File: src/sv/cdlh_pkg.sv
package cdlh_pkg;

   // Default number of function slots.
   localparam int FUNC_SLOTS_DEF = 8;

   // Operation codes on the request channel.
   localparam logic [1:0] OP_TICK  = 2'd0;
   localparam logic [1:0] OP_FRAME = 2'd1;
   localparam logic [1:0] OP_ARM   = 2'd2;
   localparam logic [1:0] OP_READ  = 2'd3;

   // Result kinds on the response channel.
   localparam logic [1:0] KIND_FRAME  = 2'd0;
   localparam logic [1:0] KIND_KEY    = 2'd1;
   localparam logic [1:0] KIND_STATUS = 2'd2;

   // Function slot status codes.
   localparam logic [2:0] SLOT_IDLE    = 3'd0;
   localparam logic [2:0] SLOT_WAIT    = 3'd1;
   localparam logic [2:0] SLOT_DONE    = 3'd2;
   localparam logic [2:0] SLOT_PARTIAL = 3'd3;
   localparam logic [2:0] SLOT_ERROR   = 3'd4;

   // Configuration register indexes.
   localparam logic [2:0] CSR_SYNC_TX_ID    = 3'd0;
   localparam logic [2:0] CSR_SYNC_REPLY_ID = 3'd1;
   localparam logic [2:0] CSR_KEYPRESS_ID   = 3'd2;
   localparam logic [2:0] CSR_REPLY_MASK    = 3'd3;
   localparam logic [2:0] CSR_TIMEOUT       = 3'd4;
   localparam logic [2:0] CSR_KEY_HOLD_MASK = 3'd5;
   localparam logic [2:0] CSR_FILLER        = 3'd6;

   // Configuration reset values.
   localparam logic [10:0] SYNC_TX_ID_RST    = 11'd991;
   localparam logic [10:0] SYNC_REPLY_ID_RST = 11'd975;
   localparam logic [10:0] KEYPRESS_ID_RST   = 11'd169;
   localparam logic [10:0] REPLY_MASK_RST    = 11'd1024;
   localparam logic [6:0]  TIMEOUT_RST       = 7'd5;
   localparam logic [7:0]  KEY_HOLD_MASK_RST = 8'd128;
   localparam logic [7:0]  FILLER_RST        = 8'd129;

   // Protocol bytes.
   localparam logic [7:0] B_KEEPALIVE  = 8'h79;
   localparam logic [7:0] B_SYNC_REQ   = 8'h7A;
   localparam logic [7:0] B_SYNC_OK0   = 8'h61;
   localparam logic [7:0] B_SYNC_OK1   = 8'h11;
   localparam logic [7:0] B_SYNC_SUB   = 8'h1A;
   localparam logic [7:0] B_SYNC_ACK0  = 8'h70;
   localparam logic [7:0] B_ALIVE      = 8'h69;
   localparam logic [7:0] B_ACK        = 8'h74;
   localparam logic [7:0] B_PARTIAL0   = 8'h30;
   localparam logic [7:0] B_KEY0       = 8'h03;
   localparam logic [7:0] B_KEY1       = 8'h89;
   localparam logic [7:0] B_SYNC_FILL  = 8'h81;
   localparam logic [7:0] B_ONE        = 8'h01;
   localparam logic [7:0] B_ZERO       = 8'h00;
   localparam logic [15:0] KEY_PLAIN_A = 16'h0101;
   localparam logic [15:0] KEY_PLAIN_B = 16'h0141;

   // Controller states.
   typedef enum logic [2:0] {
      ST_IDLE,
      ST_DECODE,
      ST_SRCH_RD,
      ST_SRCH_CMP,
      ST_RD_WAIT,
      ST_EMIT_A,
      ST_EMIT_B
   } state_type;

   // Class of the captured request.
   typedef enum logic [2:0] {
      CLS_TICK,
      CLS_SYNC_ACK,
      CLS_REPLY,
      CLS_KEY,
      CLS_ACK,
      CLS_DROP,
      CLS_ARM,
      CLS_READ
   } cls_type;

   // Result selected into the output register.
   typedef enum logic [2:0] {
      RES_KEEPALIVE,
      RES_SYNC_REQ,
      RES_SYNC_ACK,
      RES_KEY,
      RES_ACK,
      RES_STATUS
   } res_type;

   // Commands from the controller to the datapath.
   typedef struct packed {
      logic    capture;
      logic    exec;
      logic    rd_en;
      logic    rd_search;
      logic    idx_inc;
      logic    settle;
      logic    stat_load;
      logic    load_out;
      res_type res_sel;
      logic    out_last;
   } cmd_type;

   // Status from the datapath to the controller.
   typedef struct packed {
      cls_type cls;
      logic    second;
      logic    out_free;
      logic    in_range;
      logic    slot_hit;
      logic    idx_last;
   } sts_type;

endpackage

File: src/sv/cdlh_ctrl.sv
module cdlh_ctrl (
   input  logic              clock,
   input  logic              reset,
   input  logic              req_tvalid,
   output logic              req_tready,
   input  cdlh_pkg::sts_type sts,
   output cdlh_pkg::cmd_type cmd
);

   cdlh_pkg::state_type state_ff;
   cdlh_pkg::state_type state_in;

   // State register.
   always_ff @(posedge clock) begin
      if (reset) begin
         state_ff <= cdlh_pkg::ST_IDLE;
      end else begin
         state_ff <= state_in;
      end
   end

   // Next state.
   always_comb begin
      state_in = state_ff;
      unique case (state_ff)
         cdlh_pkg::ST_IDLE: begin
            if (req_tvalid) state_in = cdlh_pkg::ST_DECODE;
         end
         cdlh_pkg::ST_DECODE: begin
            unique case (sts.cls)
               cdlh_pkg::CLS_REPLY: state_in = cdlh_pkg::ST_SRCH_RD;
               cdlh_pkg::CLS_DROP:  state_in = cdlh_pkg::ST_IDLE;
               cdlh_pkg::CLS_READ: begin
                  state_in = sts.in_range ? cdlh_pkg::ST_RD_WAIT : cdlh_pkg::ST_EMIT_A;
               end
               default: state_in = cdlh_pkg::ST_EMIT_A;
            endcase
         end
         cdlh_pkg::ST_SRCH_RD: begin
            state_in = cdlh_pkg::ST_SRCH_CMP;
         end
         cdlh_pkg::ST_SRCH_CMP: begin
            if (sts.slot_hit || sts.idx_last) state_in = cdlh_pkg::ST_IDLE;
            else state_in = cdlh_pkg::ST_SRCH_RD;
         end
         cdlh_pkg::ST_RD_WAIT: begin
            state_in = cdlh_pkg::ST_EMIT_A;
         end
         cdlh_pkg::ST_EMIT_A: begin
            if (sts.out_free) begin
               if (sts.cls == cdlh_pkg::CLS_TICK && sts.second) begin
                  state_in = cdlh_pkg::ST_EMIT_B;
               end else begin
                  state_in = cdlh_pkg::ST_IDLE;
               end
            end
         end
         cdlh_pkg::ST_EMIT_B: begin
            if (sts.out_free) state_in = cdlh_pkg::ST_IDLE;
         end
         default: state_in = cdlh_pkg::ST_IDLE;
      endcase
   end

   // Commands to the datapath.
   always_comb begin
      cmd = '0;
      cmd.res_sel = cdlh_pkg::RES_STATUS;
      req_tready = 1'b0;
      unique case (state_ff)
         cdlh_pkg::ST_IDLE: begin
            req_tready = 1'b1;
            cmd.capture = req_tvalid;
         end
         cdlh_pkg::ST_DECODE: begin
            cmd.exec = 1'b1;
            cmd.rd_en = (sts.cls == cdlh_pkg::CLS_READ) && sts.in_range;
         end
         cdlh_pkg::ST_SRCH_RD: begin
            cmd.rd_en = 1'b1;
            cmd.rd_search = 1'b1;
         end
         cdlh_pkg::ST_SRCH_CMP: begin
            cmd.settle = sts.slot_hit;
            cmd.idx_inc = !sts.slot_hit && !sts.idx_last;
         end
         cdlh_pkg::ST_RD_WAIT: begin
            cmd.stat_load = 1'b1;
         end
         cdlh_pkg::ST_EMIT_A: begin
            cmd.load_out = sts.out_free;
            cmd.out_last = !(sts.cls == cdlh_pkg::CLS_TICK && sts.second);
            unique case (sts.cls)
               cdlh_pkg::CLS_TICK:     cmd.res_sel = cdlh_pkg::RES_KEEPALIVE;
               cdlh_pkg::CLS_SYNC_ACK: cmd.res_sel = cdlh_pkg::RES_SYNC_ACK;
               cdlh_pkg::CLS_KEY:      cmd.res_sel = cdlh_pkg::RES_KEY;
               cdlh_pkg::CLS_ACK:      cmd.res_sel = cdlh_pkg::RES_ACK;
               default:                cmd.res_sel = cdlh_pkg::RES_STATUS;
            endcase
         end
         cdlh_pkg::ST_EMIT_B: begin
            cmd.load_out = sts.out_free;
            cmd.out_last = 1'b1;
            cmd.res_sel = cdlh_pkg::RES_SYNC_REQ;
         end
         default: begin
            req_tready = 1'b0;
         end
      endcase
   end

   // The output register is never loaded while it still holds an untaken result.
   a_load_when_free: assert property (@(posedge clock) disable iff (reset)
      cmd.load_out |-> sts.out_free)
      else $error("output register loaded while occupied");

   // An accepted transaction is decoded in the following cycle.
   a_accept_decode: assert property (@(posedge clock) disable iff (reset)
      (state_ff == cdlh_pkg::ST_IDLE) && req_tvalid |=> state_ff == cdlh_pkg::ST_DECODE)
      else $error("accepted transaction not decoded");

   // The sync request is only sent by a tick that asked for one.
   a_second_frame: assert property (@(posedge clock) disable iff (reset)
      (state_ff == cdlh_pkg::ST_EMIT_B) |-> sts.second && sts.cls == cdlh_pkg::CLS_TICK)
      else $error("second frame without sync request");

endmodule

File: src/sv/cdlh_datapath.sv
module cdlh_datapath #(
   parameter int FUNC_SLOTS = cdlh_pkg::FUNC_SLOTS_DEF
) (
   input  logic              clock,
   input  logic              reset,
   input  logic [47:0]       req_tdata,
   input  logic [1:0]        req_tuser,
   input  logic              csr_we,
   input  logic [2:0]        csr_addr,
   input  logic [10:0]       csr_wdata,
   output logic              rsp_tvalid,
   input  logic              rsp_tready,
   output logic [95:0]       rsp_tdata,
   output logic [1:0]        rsp_tuser,
   output logic              rsp_tlast,
   input  cdlh_pkg::cmd_type cmd,
   output cdlh_pkg::sts_type sts
);

   localparam int SLOT_AW = (FUNC_SLOTS > 1) ? $clog2(FUNC_SLOTS) : 1;
   localparam logic [SLOT_AW-1:0] IDX_LAST = SLOT_AW'(FUNC_SLOTS - 1);

   // Configuration registers.
   logic [10:0] sync_tx_id_ff;
   logic [10:0] sync_reply_id_ff;
   logic [10:0] keypress_id_ff;
   logic [10:0] reply_mask_ff;
   logic [6:0]  timeout_ticks_ff;
   logic [7:0]  key_hold_mask_ff;
   logic [7:0]  filler_ff;

   always_ff @(posedge clock) begin
      if (reset) begin
         sync_tx_id_ff    <= cdlh_pkg::SYNC_TX_ID_RST;
         sync_reply_id_ff <= cdlh_pkg::SYNC_REPLY_ID_RST;
         keypress_id_ff   <= cdlh_pkg::KEYPRESS_ID_RST;
         reply_mask_ff    <= cdlh_pkg::REPLY_MASK_RST;
         timeout_ticks_ff <= cdlh_pkg::TIMEOUT_RST;
         key_hold_mask_ff <= cdlh_pkg::KEY_HOLD_MASK_RST;
         filler_ff        <= cdlh_pkg::FILLER_RST;
      end else if (csr_we) begin
         unique case (csr_addr)
            cdlh_pkg::CSR_SYNC_TX_ID:    sync_tx_id_ff    <= csr_wdata;
            cdlh_pkg::CSR_SYNC_REPLY_ID: sync_reply_id_ff <= csr_wdata;
            cdlh_pkg::CSR_KEYPRESS_ID:   keypress_id_ff   <= csr_wdata;
            cdlh_pkg::CSR_REPLY_MASK:    reply_mask_ff    <= csr_wdata;
            cdlh_pkg::CSR_TIMEOUT:       timeout_ticks_ff <= csr_wdata[6:0];
            cdlh_pkg::CSR_KEY_HOLD_MASK: key_hold_mask_ff <= csr_wdata[7:0];
            cdlh_pkg::CSR_FILLER:        filler_ff        <= csr_wdata[7:0];
            default: ;
         endcase
      end
   end

   // Captured request fields.
   logic [1:0]  op_ff;
   logic [10:0] id_ff;
   logic [7:0]  b0_ff, b1_ff, b2_ff, b3_ff;
   logic [2:0]  slot_ff;

   always_ff @(posedge clock) begin
      if (cmd.capture) begin
         op_ff   <= req_tuser;
         id_ff   <= req_tdata[10:0];
         b0_ff   <= req_tdata[18:11];
         b1_ff   <= req_tdata[26:19];
         b2_ff   <= req_tdata[34:27];
         b3_ff   <= req_tdata[42:35];
         slot_ff <= req_tdata[45:43];
      end
   end

   // Classify the captured transaction.
   logic    is_sync;
   logic    sync_ok;
   logic    key_hdr;
   cdlh_pkg::cls_type cls;

   assign is_sync = (id_ff == sync_reply_id_ff);
   assign sync_ok = (b0_ff == cdlh_pkg::B_SYNC_OK0) && (b1_ff == cdlh_pkg::B_SYNC_OK1);
   assign key_hdr = (b0_ff == cdlh_pkg::B_KEY0) && (b1_ff == cdlh_pkg::B_KEY1);

   always_comb begin
      priority if (op_ff == cdlh_pkg::OP_TICK) begin
         cls = cdlh_pkg::CLS_TICK;
      end else if (op_ff == cdlh_pkg::OP_FRAME) begin
         priority if (is_sync) begin
            priority if (sync_ok) cls = cdlh_pkg::CLS_SYNC_ACK;
            else if (b0_ff == cdlh_pkg::B_ALIVE) cls = cdlh_pkg::CLS_TICK;
            else cls = cdlh_pkg::CLS_DROP;
         end else if ((id_ff & reply_mask_ff) != 11'd0) begin
            cls = cdlh_pkg::CLS_REPLY;
         end else if (id_ff == keypress_id_ff) begin
            cls = key_hdr ? cdlh_pkg::CLS_KEY : cdlh_pkg::CLS_DROP;
         end else begin
            cls = cdlh_pkg::CLS_ACK;
         end
      end else if (op_ff == cdlh_pkg::OP_ARM) begin
         cls = cdlh_pkg::CLS_ARM;
      end else begin
         cls = cdlh_pkg::CLS_READ;
      end
   end

   // Link state: sync flags and timeout count.
   logic       failed_ff, failed_in;
   logic       start_ff, start_in;
   logic       alive_ff, alive_in;
   logic [7:0] timeout_ff, timeout_in;
   logic       second_ff, second_in;
   logic       alive_now;
   logic [7:0] timeout_dec;

   assign alive_now   = alive_ff || (op_ff == cdlh_pkg::OP_FRAME);
   assign timeout_dec = timeout_ff - 8'd1;

   always_comb begin
      failed_in  = failed_ff;
      start_in   = start_ff;
      alive_in   = alive_ff;
      timeout_in = timeout_ff;
      second_in  = second_ff;
      if (cmd.exec && cls == cdlh_pkg::CLS_TICK) begin
         second_in = failed_ff || start_ff;
         priority if (failed_ff || start_ff) begin
            start_in = 1'b0;
            alive_in = alive_now;
         end else if (alive_now) begin
            timeout_in = {1'b0, timeout_ticks_ff};
            alive_in   = 1'b0;
         end else begin
            timeout_in = timeout_dec;
            alive_in   = 1'b0;
            if (timeout_dec == 8'd0 || timeout_dec[7]) begin
               failed_in = 1'b1;
               start_in  = 1'b0;
            end
         end
      end else if (cmd.exec && cls == cdlh_pkg::CLS_SYNC_ACK) begin
         failed_in = 1'b0;
         if (b2_ff == cdlh_pkg::B_ONE) start_in = 1'b1;
      end
   end

   always_ff @(posedge clock) begin
      if (reset) begin
         failed_ff  <= 1'b0;
         start_ff   <= 1'b1;
         alive_ff   <= 1'b0;
         timeout_ff <= {1'b0, cdlh_pkg::TIMEOUT_RST};
         second_ff  <= 1'b0;
      end else begin
         failed_ff  <= failed_in;
         start_ff   <= start_in;
         alive_ff   <= alive_in;
         timeout_ff <= timeout_in;
         second_ff  <= second_in;
      end
   end

   // Function slot memory with one valid bit per entry.
   logic [10:0]        func_mem [FUNC_SLOTS];
   logic [2:0]         state_mem [FUNC_SLOTS];
   logic [FUNC_SLOTS-1:0] slot_valid_ff;
   logic [SLOT_AW-1:0] idx_ff;
   logic [SLOT_AW-1:0] slot_addr;
   logic [SLOT_AW-1:0] rd_addr;
   logic [SLOT_AW-1:0] wr_addr;
   logic               in_range;
   logic               arm_we;
   logic               settle_we;
   logic [10:0]        func_q;
   logic [2:0]         state_q;
   logic               valid_q;
   logic [10:0]        func_eff;
   logic [2:0]         state_eff;
   logic [10:0]        fid;
   logic [2:0]         settle_val;

   assign in_range  = 32'(slot_ff) < FUNC_SLOTS;
   assign slot_addr = SLOT_AW'(32'(slot_ff));
   assign rd_addr   = cmd.rd_search ? idx_ff : slot_addr;
   assign arm_we    = cmd.exec && (cls == cdlh_pkg::CLS_ARM) && in_range;
   assign func_eff  = valid_q ? func_q : 11'd0;
   assign state_eff = valid_q ? state_q : cdlh_pkg::SLOT_IDLE;
   assign fid       = id_ff & ~reply_mask_ff;
   assign settle_we = cmd.settle && (state_eff == cdlh_pkg::SLOT_WAIT);
   assign wr_addr   = cmd.settle ? idx_ff : slot_addr;

   // Settled state from the reply payload.
   always_comb begin
      priority if (b0_ff == cdlh_pkg::B_ACK) begin
         settle_val = cdlh_pkg::SLOT_DONE;
      end else if (b0_ff == cdlh_pkg::B_PARTIAL0 && b1_ff == cdlh_pkg::B_ONE &&
                   b2_ff == cdlh_pkg::B_ZERO) begin
         settle_val = cdlh_pkg::SLOT_PARTIAL;
      end else begin
         settle_val = cdlh_pkg::SLOT_ERROR;
      end
   end

   always_ff @(posedge clock) begin
      if (arm_we) func_mem[wr_addr] <= id_ff;
      if (arm_we || settle_we) begin
         state_mem[wr_addr] <= arm_we ? cdlh_pkg::SLOT_WAIT : settle_val;
      end
      if (cmd.rd_en) begin
         func_q  <= func_mem[rd_addr];
         state_q <= state_mem[rd_addr];
         valid_q <= slot_valid_ff[rd_addr];
      end
   end

   always_ff @(posedge clock) begin
      if (reset) begin
         slot_valid_ff <= '0;
      end else if (arm_we) begin
         slot_valid_ff[wr_addr] <= 1'b1;
      end
   end

   // Search index over the slots.
   always_ff @(posedge clock) begin
      if (reset) begin
         idx_ff <= '0;
      end else if (cmd.exec) begin
         idx_ff <= '0;
      end else if (cmd.idx_inc) begin
         idx_ff <= idx_ff + SLOT_AW'(1);
      end
   end

   // Reported slot status.
   logic [2:0] stat_ff;

   always_ff @(posedge clock) begin
      if (cmd.exec) begin
         stat_ff <= arm_we ? cdlh_pkg::SLOT_WAIT : cdlh_pkg::SLOT_IDLE;
      end else if (cmd.stat_load) begin
         stat_ff <= state_eff;
      end
   end

   // Result assembly.
   logic [1:0]  r_kind;
   logic [10:0] r_id;
   logic [63:0] r_payload;
   logic [15:0] r_key;
   logic        r_hold;
   logic [2:0]  r_stat;
   logic [15:0] key_raw;
   logic        key_plain;

   assign key_raw   = {b2_ff, b3_ff};
   assign key_plain = (key_raw == cdlh_pkg::KEY_PLAIN_A) || (key_raw == cdlh_pkg::KEY_PLAIN_B);

   always_comb begin
      r_kind    = cdlh_pkg::KIND_FRAME;
      r_id      = 11'd0;
      r_payload = 64'd0;
      r_key     = 16'd0;
      r_hold    = 1'b0;
      r_stat    = cdlh_pkg::SLOT_IDLE;
      unique case (cmd.res_sel)
         cdlh_pkg::RES_KEEPALIVE: begin
            r_id      = sync_tx_id_ff;
            r_payload = {{6{filler_ff}}, cdlh_pkg::B_ZERO, cdlh_pkg::B_KEEPALIVE};
         end
         cdlh_pkg::RES_SYNC_REQ: begin
            r_id      = sync_tx_id_ff;
            r_payload = {{6{cdlh_pkg::B_SYNC_FILL}}, cdlh_pkg::B_ONE, cdlh_pkg::B_SYNC_REQ};
         end
         cdlh_pkg::RES_SYNC_ACK: begin
            r_id      = sync_tx_id_ff;
            r_payload = {cdlh_pkg::B_ONE, {4{cdlh_pkg::B_ZERO}}, cdlh_pkg::B_SYNC_OK1,
                         cdlh_pkg::B_SYNC_SUB, cdlh_pkg::B_SYNC_ACK0};
         end
         cdlh_pkg::RES_KEY: begin
            r_kind = cdlh_pkg::KIND_KEY;
            if (key_plain) begin
               r_key = key_raw;
            end else begin
               r_key  = key_raw & {8'hFF, ~key_hold_mask_ff};
               r_hold = |(b3_ff & key_hold_mask_ff);
            end
         end
         cdlh_pkg::RES_ACK: begin
            r_id      = id_ff | reply_mask_ff;
            r_payload = {{7{filler_ff}}, cdlh_pkg::B_ACK};
         end
         cdlh_pkg::RES_STATUS: begin
            r_kind = cdlh_pkg::KIND_STATUS;
            r_stat = stat_ff;
         end
         default: ;
      endcase
   end

   // Output register.
   logic        out_valid_ff;
   logic [95:0] out_data_ff;
   logic [1:0]  out_kind_ff;
   logic        out_last_ff;

   always_ff @(posedge clock) begin
      if (reset) begin
         out_valid_ff <= 1'b0;
      end else if (cmd.load_out) begin
         out_valid_ff <= 1'b1;
      end else if (rsp_tready) begin
         out_valid_ff <= 1'b0;
      end
   end

   always_ff @(posedge clock) begin
      if (cmd.load_out) begin
         out_data_ff <= {failed_ff, r_stat, r_hold, r_key, r_payload, r_id};
         out_kind_ff <= r_kind;
         out_last_ff <= cmd.out_last;
      end
   end

   assign rsp_tvalid = out_valid_ff;
   assign rsp_tdata  = out_data_ff;
   assign rsp_tuser  = out_kind_ff;
   assign rsp_tlast  = out_last_ff;

   // Status to the controller.
   assign sts.cls      = cls;
   assign sts.second   = second_ff;
   assign sts.out_free = !out_valid_ff || rsp_tready;
   assign sts.in_range = in_range;
   assign sts.slot_hit = (func_eff == fid);
   assign sts.idx_last = (idx_ff == IDX_LAST);

   // A failed sync never leaves a restart pending.
   a_fail_clears_start: assert property (@(posedge clock) disable iff (reset)
      !failed_ff && failed_in |=> !start_ff)
      else $error("sync failure left start flag set");

   // Only an armed slot is ever settled.
   a_settle_valid: assert property (@(posedge clock) disable iff (reset)
      settle_we |-> valid_q && slot_valid_ff[idx_ff])
      else $error("settle on a slot never armed");

   // Arming and settling never write the slot memory together.
   a_one_write: assert property (@(posedge clock) disable iff (reset)
      !(arm_we && cmd.settle))
      else $error("two slot writes in one cycle");

endmodule

File: src/sv/can_display_link_handler_core.sv
// CAN display link handler. Requests are tick, received frame, arm slot and read slot
// transactions; each yields zero, one or two results (frames to send, key events, slot
// status) on the response channel, with tlast on the final one. One request is handled
// at a time: it is accepted in the idle state, decoded in the next, and each result is
// loaded into the output register when that register is free; a slot read first passes
// through the registered slot memory. A reply-flagged frame walks the function slots
// through the slot memory, with a read state and a compare state per slot, until the
// first matching slot or the last slot. The output register lets a new request be accepted
// while the last result still waits. Configuration is written through csr_we/csr_addr/
// csr_wdata while idle; this is up to the user, as the core itself does not enforce it.
module can_display_link_handler_core #(
   parameter int FUNC_SLOTS = cdlh_pkg::FUNC_SLOTS_DEF
) (
   input  logic        clock,
   input  logic        reset,
   input  logic        req_tvalid,
   output logic        req_tready,
   input  logic [47:0] req_tdata,   // frame_id, rx_byte0, rx_byte1, rx_byte2, rx_byte3, slot
   input  logic [1:0]  req_tuser,   // op
   output logic        rsp_tvalid,
   input  logic        rsp_tready,
   output logic [95:0] rsp_tdata,   // tx_id, tx_payload, key_code, key_hold, slot_status,
                                    // sync_failed
   output logic [1:0]  rsp_tuser,   // kind
   output logic        rsp_tlast,
   input  logic        csr_we,
   input  logic [2:0]  csr_addr,
   input  logic [10:0] csr_wdata
);

   cdlh_pkg::cmd_type cmd;
   cdlh_pkg::sts_type sts;

   // Sequencing of each transaction.
   cdlh_ctrl u_ctrl (
      .clock      (clock),
      .reset      (reset),
      .req_tvalid (req_tvalid),
      .req_tready (req_tready),
      .sts        (sts),
      .cmd        (cmd)
   );

   // Link state, slot memory and result assembly.
   cdlh_datapath #(
      .FUNC_SLOTS (FUNC_SLOTS)
   ) u_datapath (
      .clock      (clock),
      .reset      (reset),
      .req_tdata  (req_tdata),
      .req_tuser  (req_tuser),
      .csr_we     (csr_we),
      .csr_addr   (csr_addr),
      .csr_wdata  (csr_wdata),
      .rsp_tvalid (rsp_tvalid),
      .rsp_tready (rsp_tready),
      .rsp_tdata  (rsp_tdata),
      .rsp_tuser  (rsp_tuser),
      .rsp_tlast  (rsp_tlast),
      .cmd        (cmd),
      .sts        (sts)
   );

endmodule

File: config.mk
export PLATFORM = sky130hd
export DESIGN_NAME = can_display_link_handler_core
export DESIGN_NICKNAME = d
export VERILOG_FILES = /design/src/sv/cdlh_pkg.sv /design/src/sv/cdlh_ctrl.sv /design/src/sv/cdlh_datapath.sv /design/src/sv/can_display_link_handler_core.sv
export SDC_FILE = /design/constraint.sdc
export NUM_CORES = 1
export LEC_CHECK = 0
export ABC_AREA = 1
export BUFFER_PORTS_ARGS = -buffer_cell sky130_fd_sc_hd__buf_2
export CAP_MARGIN = 20
export CORE_MARGIN = 5
export CORE_UTILIZATION = 55
export DETAILED_ROUTE_END_ITERATION = 12
export PLACE_DENSITY = 0.83
export SETUP_SLACK_MARGIN = 0.05
export SYNTH_ARGS = -nofsm -noshare
export SYNTH_HDL_FRONTEND = slang
export SYNTH_SLANG_ARGS = --single-unit
File: constraint.sdc
create_clock -name clock -period 6.35 [get_ports clock]
set_input_delay 0.3175 -clock clock [delete_from_list [all_inputs] [get_ports clock]]
set_output_delay 0.3175 -clock clock [all_outputs]
set_load 0.01 [all_outputs]
Word level (Yosys, flattened, before mapping)
Memories as Yosys holds them, arrays and structs flattened. A register that Yosys moved wholly into a read port is not among the register bits.
Cells that the tools add are included.
Widths: inputs -> output; s select.
{"block": "classes", "reduce_logical": 49, "magnitude_cmp": 3, "add_sub_neg": 2, "bitwise": 10, "eq_ne": 50, "mux": 62}
{"cell": "$pmux 64 s4", "count": 1}
{"cell": "$mux 3", "count": 20}
{"cell": "$eq 3x3->1 const B", "count": 13}
{"cell": "$eq 11x11->1", "count": 3}
{"cell": "$eq 16x9->1 const B", "count": 2}
{"cell": "$mux 1", "count": 27}
{"cell": "$eq 3x2->1 const B", "count": 8}
{"cell": "$eq 8x7->1 const B", "count": 3}
{"cell": "$and 11x11->11", "count": 2}
{"cell": "$pmux 11 s2", "count": 1}
{"cell": "$pmux 3 s7", "count": 1}
{"cell": "$and 16x16->16", "count": 1}
{"cell": "$eq 8x1->1 const B", "count": 2}
{"cell": "$logic_not 8->1", "count": 2}
{"cell": "$mux 16", "count": 1}
{"cell": "$reduce_and 2->1", "count": 8}
{"cell": "$eq 3x1->1 const B", "count": 5}
{"cell": "$logic_not 3->1", "count": 4}
{"cell": "$pmux 3 s4", "count": 1}
{"cell": "$logic_and 1x1->1", "count": 11}
{"cell": "$mux 11", "count": 1}
{"cell": "$not 11->11", "count": 1}
{"cell": "$or 11x11->11", "count": 1}
{"cell": "$reduce_bool 11->1", "count": 1}
{"cell": "other kinds (34)", "count": 56}
{"block": "totals", "reg_bits": 245, "ram_bits": 112, "inputBits": 69, "wordCells": 209, "out_inout_bits": 101, "memories": 2}
{"name": "u_datapath.func_mem", "words": 8, "width": 11, "rd": 1, "rd_ports_with_merged_regs": 1, "wr": 1, "line": "cdlh_datapath.sv:162", "rtl": "logic [10:0] func_mem [FUNC_SLOTS];"}
{"name": "u_datapath.state_mem", "words": 8, "width": 3, "rd": 1, "rd_ports_with_merged_regs": 1, "wr": 1, "line": "cdlh_datapath.sv:163", "rtl": "logic [2:0] state_mem [FUNC_SLOTS];"}

Logic depth before layout (Yosys ltp)
{"block": "logic_depth", "depth_word": 15, "ltp_mapped": 19, "depth_no_buf": 18}

Modules after synthesis
Synthesis repeated with hierarchy kept, for this count alone.
{"block": "unflattened", "cells_unflattened": 1432, "hier_area_um2": 14149.8}
{"module": "cdlh_datapath", "instances": 1, "area_each_um2": 13761.9, "cells_each": 1360, "seq_area_each_um2": 8908.5}
{"module": "cdlh_ctrl", "instances": 1, "area_each_um2": 387.9, "cells_each": 72, "seq_area_each_um2": 60.1}

Worst setup path after synthesis
Ideal clock, no wire load.
{"block": "synth_timing", "path_type": "register to register", "from": "register u_ctrl.state_ff[2]", "to": "register u_datapath.out_data_ff[0], in the netlist u_datapath.rsp_tdata[0], enable pin", "period_less_slack_ns": 4.189, "setup_ns": 0.475, "t_required_ns": 5.875, "arrival_time_ns": 3.714, "path_stages_with_launch": 7, "path_buffers": 0, "slack_ns": 2.161, "path_cell_list": "dfxtp_1 > inv_2 > nor3_1 > inv_2 > nand2_1 > inv_1 > nor2_1"}
{"item": "from (decl)", "line": "cdlh_ctrl.sv:10", "rtl": "cdlh_pkg::state_type state_ff;"}
{"item": "from (signal assigned)", "line": "cdlh_ctrl.sv:16", "rtl": "state_ff <= cdlh_pkg::ST_IDLE;"}
{"item": "from (signal assigned)", "line": "cdlh_ctrl.sv:18", "rtl": "state_ff <= state_in;"}
{"item": "to (signal assigned)", "line": "cdlh_datapath.sv:317", "rtl": "out_data_ff <= {failed_ff, r_stat, r_hold, r_key, r_payload, r_id};"}
{"item": "to (decl)", "line": "cdlh_datapath.sv:301", "rtl": "logic [95:0] out_data_ff;"}

Worst setup path in the final report
{"block": "layout_timing", "from": "register u_datapath.id_ff[10]", "to": "memory u_datapath.func_mem[0][1], enable pin"}
{"block": "layout_via", "elab_chain_cells": 10, "elab_cells_between_ends": 17, "cone_classes": "4 x eq/ne; 9 x mux; 2 x bitwise; 2 x reduce/logical"}
{"item": "from (decl)", "line": "cdlh_datapath.sv:57", "rtl": "logic [10:0] id_ff;"}
{"item": "from (signal assigned)", "line": "cdlh_datapath.sv:64", "rtl": "id_ff <= req_tdata[10:0];"}
{"item": "$eq 11x11->1 or $and 11x11->11 (tied branches)", "line": "cdlh_datapath.sv:93, cdlh_datapath.sv:91"}
{"item": "$mux 3 or $reduce_bool 11->1 (tied branches)", "line": "cdlh_datapath.sv:93, cdlh_datapath.sv:91"}
{"item": "$mux 3", "line": "cdlh_datapath.sv:91", "rtl": "end else if ((id_ff & reply_mask_ff) != 11'd0) begin"}
{"item": "$mux 3", "line": "cdlh_datapath.sv:87", "rtl": "priority if (is_sync) begin"}
{"item": "$mux 3", "line": "cdlh_datapath.sv:86", "rtl": "end else if (op_ff == cdlh_pkg::OP_FRAME) begin"}
{"item": "$mux 3", "line": "cdlh_datapath.sv:84", "rtl": "priority if (op_ff == cdlh_pkg::OP_TICK) begin"}
{"item": "$eq 3x3->1", "line": "cdlh_datapath.sv:183", "rtl": "assign arm_we = cmd.exec && (cls == cdlh_pkg::CLS_ARM) && in_range;"}
{"item": "$logic_and 1x1->1", "line": "cdlh_datapath.sv:183"}
{"item": "$mux 1", "line": "cdlh_datapath.sv:203", "rtl": "if (arm_we) func_mem[wr_addr] <= id_ff;"}
{"item": "$mux 1 (not written as such)", "line": "cdlh_datapath.sv:203"}
{"item": "to (decl)", "line": "cdlh_datapath.sv:162"}
Several ways; a longest one is shown, not always the timed one.

==> results.md <==
- Clk slew on worst S/H paths: roughly 0.06 ns
- Asr flop ratio synth: 0%
- Worst Max-Slew Pin Slew: roughly 1 ns
- Detail Placement HPWL: about 22000 µm
- Area of the multi-input gates: just over 4000 µm²
- Max-slew headroom: roughly 33%
- Die ar.: a little under 30000 µm²
- Seq/Total Area, Yosys: 63.3%
- Lkg Pwr: between 0.006 and 0.007 µW
- Nets: approximately 1.7k
- CTS tree: built
- CP required: between 6 and 7 ns
- CP arrival: 4.04 ns
- Sequential cell area: 8970 µm²
- Initial Util: a little under three fifths
- Non-Filler Instances: 1936
- Max rail drop VDD: ~0.00028 V
- First-pass GRT wire length: ~54000 µm
- Class of the worst hold path: in -> reg
- Final Setup Violations: 0
- Drt drc: 0
- Total of max-cap violations: 0
- Final Hold Viols: 0
- Largest area contributor in the synthesized netlist: edfxtp_1
- Startpoint Class: flop
- Unrepaired setup endpoints after global routing: false
- Syn Std Cell Area: 14200 µm²
- Synth area leaders: edfxtp_1 50%, dfxtp_1 13%, nor2_1 6.5%
- Largest fanout on the critical path: 13
- Vias in the first global route: approximately 10k
- Setup crit end kind: flop
- WS Path Type: reg -> reg
- Number of flops mapped to enable cells by yosys: approximately 240
- Area Overhead vs Synth: 17.0%
- Most used flip-flop cell after synthesis: edfxtp_1
- #FFs+latches synth: 330
- Final period util: around three fifths
- GPL Wtd Cong: 0.920
- Top cell type's share of synthesized area: between 50% and 60%
- Syn_area_per_cell: 10.0 µm²
- Global route total overflow: 0
- GRT Total Usage: approximately a quarter
- Worst Skew: ~0.024 ns
- Post-Route WL: about 35000 µm
- H-tree Lvls: 2
- Synth Instances: approximately 1.4k
- FMAX: between 0.2 and 0.3 GHz
- Iter 0 DRT Violations: between 1k and 1.5k
- TritonRoute pass-1 iters: 8
- Fill count: around 1.8k
- Placement Setup Slack: approximately 2.6 ns
- # rows: just under 60
- Tmin final: approximately 3.9 ns
- Final worst slack: about 2.5 ns
- DR vias: 10.8k
- Most frequent cell after synthesis: nor2_1
- Skew-Pair Late Insertion Delay: about 0.51 ns
- Via density: about 5.6
- Post-Place Cells: around 1.8k
- CTS max path bufs: 3
- Clk root buf: clkbuf_16
- Most instantiated cells after synthesis: 245 x nor2_1, 236 x edfxtp_1, 211 x nand2_1, 137 x inv_1, 125 x o21ai_0
- Ports: 170
- Height of the die: between 150 and 200 µm
- IO buf count: approximately 170
- Total Neg Setup Slack: 0 ns
- ANT nets after route: 0
- Post-cts resize count: 0
- Slew Limit Fails: 0
- PwrDens: 297 nW/µm²
- Cell variety after synth: 43
- Initial antenna violation count: 1
- Die X: between 150 and 200 µm
- TritonCTS Buffers: 35
- Synth Warn #: 0
- Avg WL per Cell: approximately 18 µm
- Status: complete, no violations
- Syn_nets: 1484
- Layout Utilization: 65.6%
- Pin count of the biggest net entering global routing: a little over 70
- Core area: 25300 µm²
- Share of layout cells above drive strength 1: a little under a fifth
- Clock sinks: 330
## timing repair
item | in CTS | in global routing
endpoints found under the hold margin | 46 | 0
hold buffers | 46 | 0
buffers inserted | 0 | 0
## cells in the final DEF, fill, tap and decap left out, types with 8 or more instances in the layout
master | Yosys | final
inv_2 | 14 | 15
a31oi_1 | 17 | 17
dfxtp_1 | 94 | 94
nor2_1 | 245 | 243
nor2_4 | 7 | 9
nor3_1 | 21 | 21
xor2_1 | 11 | 11
nand2_1 | 211 | 211
nand2_2 | 17 | 17
o21ai_0 | 125 | 124
buf_2 | 8 | 166
nand3_1 | 38 | 38
inv_1 | 137 | 136
xnor2_1 | 15 | 15
o22ai_1 | 17 | 17
dlygate4sd3_1 | 0 | 46
o21ai_1 | 8 | 8
nor2_2 | 8 | 8
nand4_1 | 10 | 10
o211ai_1 | 15 | 15
clkbuf_16 | 0 | 37
a21oi_1 | 43 | 43
edfxtp_1 | 236 | 236
## sequential cells by signal, indices dropped and copies added (netlist names), 11 cells and up
signal and cells:
u_datapath.keypress_id_ff 11, u_datapath.state_mem 24, u_datapath.func_q 11, u_datapath.id_ff 11
u_datapath.func_mem 88, u_datapath.sync_tx_id_ff 11, u_datapath.sync_reply_id_ff 11, u_datapath.reply_mask_ff 11
u_datapath.rsp_tdata 55
## path summary, 6_finish.rpt
| path | end | slack, ns | startpoint | depth (start not counted) |
|---|---|---|---|---|
| setup reg to reg | u_datapath.func_mem[0][1] | 2.45 | u_datapath.id_ff[10] | 11 |
| hold / removal | u_datapath.id_ff[8] | 0.03 | req_tdata[8] | 1 |
| hold reg to reg | u_datapath.slot_valid_ff[2] | 0.45 | u_datapath.slot_valid_ff[2] | 2 |
| setup / recovery | u_datapath.func_mem[0][1] | 2.45 | u_datapath.id_ff[10] | 11 |
## cells by family (layout without fill, tap and decap cells)
logic type                 after synthesis  after routing  synth area share (%)
AOI/OAI and AO/OA                      235            235                  9.15
adders and majority gates                4              4                 0.353
buffers and inverters                  238            432                  7.66
other                                    1              2                0.0265
and+or+nand+nor                        577            577                  17.9
xor gates and xnor gates                26             26                  1.61
DFF                                    330            330                  63.3
## routing by layer
metal / global-route usage [%] / up-vias / wire length (µm)
li1: - / 5029 / -
met2: 38.2 / 621 / 16500
met4: 8.51 / 0 / 1160
met5: 0 / - / 0
met1: 31.6 / 5029 / 13600
met3: 4.27 / 101 / 3450
## worst max-delay path: stages, from the launching register on
cell and delay, ns:
edfxtp_1 0.83, xnor2_1 0.19, inv_1 0.06, nor2_1 0.26, nand3_2 0.19, nand2_2 0.12
nor2_4 0.05, o21ai_4 0.20, nand2_2 0.13, nor2_1 0.68, nand4_1 0.33, inv_1 0.48
## area by class of cell
type | instances | area share, %
sequential | 330 | 54.1
multi-input combinational | 843 | 24.9
timing repair buffer | 219 | 8.11
clock buffer | 46 | 5.98
inverter | 152 | 3.44
tap | 330 | 2.49
clock inverter | 15 | 0.906
antenna | 1 | 0.0151
## where the power goes
group | leakage, µW | switching [µW] | internal, µW | total [µW]
clock | 0.000560 | 790 | 1220 | 2010
sequential | 0.00295 | 75.5 | 2400 | 2480
combinational | 0.00326 | 294 | 143 | 437
total | 0.00677 | 1160 | 3760 | 4920
## stage by stage
step	hold slack (ns)	total power [µW]	instance area, µm²
3_5_place_dp	0.442	2920	15000
6_report	0.0310	4920	16600
2_1_floorplan	0.387	2770	14200
5_1_grt	0.0131	5090	16600
4_1_cts	0.00895	4920	16600
3_3_place_gp	0.434	2900	15000
Note: power is estimated with default switching activity, not from simulation.
